<file path="src/rtl/pbrf_pkg.sv">
// Shared types and constants for the polynomial bisection root finder.
// Used by pbrf_horner_unit and polynomial_bisection_root_finder_unit.
`timescale 1ns / 1ps
`default_nettype none

package pbrf_pkg;

    localparam int MAX_DEGREE_DEF = 15;
    localparam int FRAC_BITS_DEF  = 16;

    localparam int CFG_W     = 32;
    localparam int CFG_IDX_W = 3;

    // configuration register indexes
    typedef enum logic [CFG_IDX_W-1:0] {
        REG_DEGREE    = 3'd0,
        REG_STOP_MODE = 3'd1,
        REG_REL_TOL   = 3'd2,
        REG_ULP_LIMIT = 3'd3,
        REG_MAX_ITER  = 3'd4
    } cfg_reg_t;

    localparam logic [3:0]  DEGREE_RST    = 4'd2;
    localparam logic        STOP_MODE_RST = 1'b0;
    localparam logic [31:0] REL_TOL_RST   = 32'd429;
    localparam logic [7:0]  ULP_LIMIT_RST = 8'd3;
    localparam logic [15:0] MAX_ITER_RST  = 16'd64;

    localparam logic FUNC_LOAD  = 1'b0;
    localparam logic FUNC_SOLVE = 1'b1;

    localparam logic STOP_REL = 1'b0;

    localparam logic [1:0] ST_CONVERGED = 2'd0;
    localparam logic [1:0] ST_EXACT     = 2'd1;
    localparam logic [1:0] ST_CAP       = 2'd2;

    // operand selection for the shared 32x32 multiplier
    typedef enum logic [2:0] {
        MUL_L_LO,
        MUL_L_HI,
        MUL_M_LO,
        MUL_M_HI,
        MUL_REL
    } mul_sel_t;

    typedef struct packed {
        logic     clear;
        mul_sel_t mul_sel;
        logic     comb_m;
        logic     add_l;
        logic     add_m;
    } pbrf_ctrl_t;

    typedef struct packed {
        logic zero_l;
        logic neg_l;
        logic zero_m;
        logic neg_m;
    } pbrf_sign_t;

endpackage

`default_nettype wire

</file>
<file path="src/rtl/pbrf_horner_unit.sv">
// Horner datapath: shared 32x32 multiplier, product combine and clamp,
// saturating coefficient add; two sums kept in sign-magnitude. Uses pbrf_pkg.
`timescale 1ns / 1ps
`default_nettype none

module pbrf_horner_unit #(
    parameter int FRAC_BITS = pbrf_pkg::FRAC_BITS_DEF
) (
    input  wire                      clk,
    input  pbrf_pkg::pbrf_ctrl_t     ctrl,
    input  wire [31:0]               xm_l,
    input  wire                      xneg_l,
    input  wire [31:0]               xm_m,
    input  wire                      xneg_m,
    input  wire signed [31:0]        coef,
    input  wire [31:0]               rel_tol,
    input  wire [31:0]               mid_mag,
    output pbrf_pkg::pbrf_sign_t     sign,
    output logic [63:0]              prod
);
    import pbrf_pkg::*;

    localparam int PW = 96;
    localparam int RW = PW - FRAC_BITS;
    localparam logic [63:0] POS_MAX = 64'h7FFF_FFFF_FFFF_FFFF;
    localparam logic [63:0] NEG_MAX = 64'h8000_0000_0000_0000;

    logic [63:0] mag_l_reg;
    logic        neg_l_reg;
    logic [63:0] mag_m_reg;
    logic        neg_m_reg;
    logic [63:0] lo_reg;
    logic [63:0] hi_reg;
    logic [63:0] r_reg;
    logic        pneg_reg;

    logic [31:0] mul_a;
    logic [31:0] mul_b;
    logic [63:0] mul_p;

    logic [PW-1:0] wide;
    logic [RW-1:0] rfull;
    logic          pneg;
    logic [63:0]   limit;
    logic [63:0]   r_next;

    logic [65:0] coef66;
    logic [65:0] r66;
    logic [65:0] t;
    logic [65:0] u;
    logic        over_pos;
    logic        over_neg;
    logic [63:0] mag_next;
    logic        neg_next;

    always_comb
    begin
        case (ctrl.mul_sel)
            MUL_L_LO:
            begin
                mul_a = mag_l_reg[31:0];
                mul_b = xm_l;
            end
            MUL_L_HI:
            begin
                mul_a = mag_l_reg[63:32];
                mul_b = xm_l;
            end
            MUL_M_LO:
            begin
                mul_a = mag_m_reg[31:0];
                mul_b = xm_m;
            end
            MUL_M_HI:
            begin
                mul_a = mag_m_reg[63:32];
                mul_b = xm_m;
            end
            MUL_REL:
            begin
                mul_a = rel_tol;
                mul_b = mid_mag;
            end
            default:
            begin
                mul_a = 32'd0;
                mul_b = 32'd0;
            end
        endcase
    end

    assign mul_p = {32'd0, mul_a} * {32'd0, mul_b};

    // full |sum|*|x| from the two halves, then >> FRAC_BITS and clamp
    assign wide  = {hi_reg + {32'd0, lo_reg[63:32]}, lo_reg[31:0]};
    assign rfull = wide[PW-1:FRAC_BITS];
    assign pneg  = ctrl.comb_m ? (neg_m_reg ^ xneg_m) : (neg_l_reg ^ xneg_l);
    assign limit = pneg ? NEG_MAX : POS_MAX;
    assign r_next = (rfull > RW'(limit)) ? limit : rfull[63:0];

    // t = coef +/- r, u = -t formed alongside so the magnitude needs no second pass
    assign coef66 = {{34{coef[31]}}, coef};
    assign r66    = {2'b00, r_reg};
    assign t = coef66 + (pneg_reg ? ~r66 : r66) + 66'(pneg_reg);
    assign u = ~coef66 + (pneg_reg ? r66 : ~r66) + (pneg_reg ? 66'd1 : 66'd2);

    assign over_pos = !t[65] && (t[64:63] != 2'b00);
    assign over_neg = t[65] && (t[64:63] != 2'b11);
    assign neg_next = t[65];

    always_comb
    begin
        if (over_pos)
        begin
            mag_next = POS_MAX;
        end
        else if (over_neg)
        begin
            mag_next = NEG_MAX;
        end
        else if (t[65])
        begin
            mag_next = u[63:0];
        end
        else
        begin
            mag_next = t[63:0];
        end
    end

    always_ff @(posedge clk)
    begin
        if (ctrl.mul_sel == MUL_L_HI || ctrl.mul_sel == MUL_M_HI)
        begin
            hi_reg <= mul_p;
        end
        else
        begin
            lo_reg <= mul_p;
        end
        r_reg    <= r_next;
        pneg_reg <= pneg;
        if (ctrl.clear)
        begin
            mag_l_reg <= 64'd0;
            neg_l_reg <= 1'b0;
            mag_m_reg <= 64'd0;
            neg_m_reg <= 1'b0;
        end
        else
        begin
            if (ctrl.add_l)
            begin
                mag_l_reg <= mag_next;
                neg_l_reg <= neg_next;
            end
            if (ctrl.add_m)
            begin
                mag_m_reg <= mag_next;
                neg_m_reg <= neg_next;
            end
        end
    end

    assign sign.zero_l = (mag_l_reg == 64'd0);
    assign sign.neg_l  = neg_l_reg;
    assign sign.zero_m = (mag_m_reg == 64'd0);
    assign sign.neg_m  = neg_m_reg;
    assign prod        = lo_reg;

endmodule

`default_nettype wire

</file>
<file path="config.mk">
export PLATFORM = sky130hd
export DESIGN_NAME = pbrf_horner_unit
export DESIGN_NICKNAME = d
export VERILOG_FILES = /design/src/rtl/pbrf_pkg.sv /design/src/rtl/pbrf_horner_unit.sv
export SDC_FILE = /design/constraint.sdc
export NUM_CORES = 2
export LEC_CHECK = 0
export BUFFER_PORTS_ARGS = -buffer_cell sky130_fd_sc_hd__buf_2
export CAP_MARGIN = 20
export CORE_MARGIN = 2
export CORE_UTILIZATION = 65
export DETAILED_ROUTE_END_ITERATION = 10
export GPL_TIMING_DRIVEN = 0
export PLACE_DENSITY = 0.82
export RECOVER_POWER = 50
export SLEW_MARGIN = 10
export SYNTH_ARGS = -nofsm -noshare
export SYNTH_HDL_FRONTEND = slang
export SYNTH_SLANG_ARGS = --single-unit
export TNS_END_PERCENT = 30
</file>
<file path="constraint.sdc">
create_clock -name clk -period 19.9 [get_ports clk]
set_clock_uncertainty 0.05 [all_clocks]
set_input_delay 3.98 -clock clk [delete_from_list [all_inputs] [get_ports clk]]
set_output_delay 3.98 -clock clk [all_outputs]
set_load 0.03 [all_outputs]
</file>
==> results by group <==
Synthesis
  • Syn Nets: 8,466
  • Post-synthesis sequential area ratio: 0.1323
  • Yosys reg bits: 323
  • Syn avg cell area: about 8.5 um2
  • Synth Cell Area: 58,550 um2
  • Synth cell types: 85
  • Post-synth EDFFs: about 130
  • Synth Instances: 6,851
  • Post-synth top flop: dfxtp_1
  • Ys async rst share: 0
  • Syn. warnings: 0

Timing
  • Slew margin rel.: -0.8665
  • Final count of pins violating max slew: between 100 and 150
  • Fin. Hold Viols: 0
  • Final setup fails: 0
  • Setup TNS: 0 ns
  • Worst setup margin: 2.416 ns
  • RSZ-0062 raised after global routing: no
  • Worst Tran Pin Value: 2.784 ns
  • Fmax: roughly 57 MHz
  • Final worst-path cycle share: 0.8786
  • Min cycle time layout: 17.48 ns

Drt
  • Top routing layer in use: met5
  • Routed Antenna Nets: 0
  • DR WL/cell: between 30 and 40 um
  • DRT Wirelength: 260.1 mm
  • Remaining DRCs: 0
  • Routed length on met3: 39.77 mm
  • M1 WL: about 80 mm
  • Routed via count: 57.33k
  • DRT iter0 DRCs: around 7.9k
  • Vias per std cell: 6.818
  • Routed wl met2: 104.7 mm
  • Drt first pass iters: 9

Setup path
  • Critical Path Start Type: input port
  • CP max FO: 10
  • Arrival time worst endpoint: about 18 ns
  • Crit path kind: input port to flip-flop
  • Most used cell along the critical path: fa_1
  • Worst R2R Setup Slack: 7.70 ns
  • Required @ worst endpoint: 20.17 ns
  • Setup crit end kind: flip-flop
  • Critical Path Max Stage Delay: 1.06 ns
  • Critical-path top delay cell: clkbuf_1

Min path
  • Hold Crit Class: flip-flop to flip-flop

Finish
  • P&R area growth vs syn: 7.721%
  • Multi-input logic area: 45,580 um2
  • Reg area: 7747 um2
  • Fillers: 7,138
  • Commonest non-fill, non-tap cell in the layout: inv_1
  • Layout cell share with drive strength beyond 1: 0.05445
  • Most frequent cells in the layout: 1,031 x inv_1, 899 x fa_1, 845 x nor2_1
  • Final nets: 8,786
  • Layout Utilization: 0.7039
  • Non-Filler Instances: 8,408

Floorplan
  • Height of the die: 304.1 um
  • Placeable core region: roughly 90,000 um2
  • # IOs: about 240
  • Initial Util: 0.6535
  • FP Rows: 110
  • Die area: 92,490 um2
  • Chip width: just over 300 um

Global routing
  • Largest net degree at the start of global routing: 65
  • First-pass GRT wire length: 375.3 mm
  • Total track usage: 0.5631
  • Initial antenna violation count: 30
  • Overflow left after global routing: 0
  • Vias in the first global route: roughly 57k

Clock network
  • Total CTS buffers: 36
  • CTS Sinks: roughly 320
  • Worst skew pair latency: roughly 0.59 ns
  • Cts repair resizes: 0
  • H-tree levels: 2
  • Clk buf depth: 3
  • Root Buffer: clkbuf_16
  • CTS clock-pin slew for the worst setup and hold paths: roughly 0.06 ns
  • CTS tree: done
  • Setup Buffers After CTS: 0
  • Hold Buf Count CTS: 0

Place
  • Post-detail-place hpwl: 209.3 mm
  • Pre-CTS worst setup slack: 2.781 ns
  • IO buf count: 232
  • Placed cell count: around 8.3k
  • Gpl congestion: 1.160

Outcome
  • Run status: finished with violations
  • Failing checks: max-capacitance violations, max-slew violations

Job
  • Max_cap viols: 3
-- cell type report --
class,instances,share of cell area
buffer,363,0.02267
multi-input combinational,5132,0.7226
inverter,1033,0.06150
sequential,323,0.1228
antenna,33,0.001309
timing repair buffer,282,0.02652
tap,1176,0.02333
clock buffer,45,0.01577
clock inverter,21,0.003452
-- Yosys cell counts (15+ instances only) --
cell         n  share of area
clkbuf_1   314          0.020
nor2b_1     27         0.0029
nand3_1     80         0.0068
a211oi_1   113          0.014
o211ai_1    15         0.0019
mux2i_1    111          0.019
a21oi_1    391          0.033
ha_1       546           0.12
nor3_1      40         0.0034
a31oi_1     34         0.0036
nand2_1    720          0.046
o21ai_1     33         0.0028
xor2_1     113          0.017
mux2_2      62          0.012
a21o_1     118          0.015
dfxtp_1    195          0.067
a311oi_1    28         0.0042
inv_1     1032          0.066
and2_1      24         0.0026
nand4_1     72         0.0077
and3_1      29         0.0031
nor4_1      42         0.0045
buf_1       32         0.0021
o22ai_1     39         0.0042
edfxtp_1   128          0.066
o21a_1      57         0.0073
o21bai_1    39         0.0050
o22a_1      25         0.0037
fa_1       899           0.31
o21ai_0    233          0.020
xnor2_1    189          0.028
nand2b_1    32         0.0034
nor2_1     844          0.054
-- cell families (layout without fill, tap and decap cells) --
logic type	Yosys count	after routing	synth area share
buffers and inverters	1396	1744	0.09063
multiplexers	182	182	0.03263
AO/OA/AOI/OAI	1247	1247	0.1343
XOR/XNOR	302	302	0.04518
AND/OR/NAND/NOR	1956	1956	0.1408
flip-flops	323	323	0.1323
other	0	33	0
adder cells (fa/ha/maj)	1445	1445	0.4241
-- worst paths after layout --
check / endpoint / cells after the start / start
max: prod[62]$_DFFE_PN_ / 34 / ctrl[4]
min: mag_l_reg[52]$_SDFFE_PP0P_ / 2 / mag_l_reg[52]$_SDFFE_PP0P_
max reg2reg: prod[62]$_DFFE_PN_ / 30 / mag_l_reg[29]$_SDFFE_PP0P_
min reg2reg: mag_l_reg[52]$_SDFFE_PP0P_ / 2 / mag_l_reg[52]$_SDFFE_PP0P_
-- critical path, delay by kind of cell --
family,cells,cell delay [ns]
adders and majority gates,9,4.99
buffers and inverters,10,3.88
and+or+nand+nor,6,1.63
AOI/OAI and AO/OA,9,3.22
-- layer usage --
layer,global-route usage,vias up
met1,0.6064,27350
met5,0.01034,-
met2,0.7996,5109
met3,0.2676,1814
met4,0.5562,14
li1,-,23050
-- per-stage QoR --
step,area [um2],hold slack (ns)
3_3_place_gp,61180,0.4388
4_1_cts,62900,0.4505
2_1_floorplan,58550,0.4198
6_report,63070,0.4545
5_1_grt,62990,0.4714
3_5_place_dp,61690,0.4419
Power is left out: the tool's default activity adds up to more than one toggle a clock period on the data nets, which glitch-free logic cannot reach.
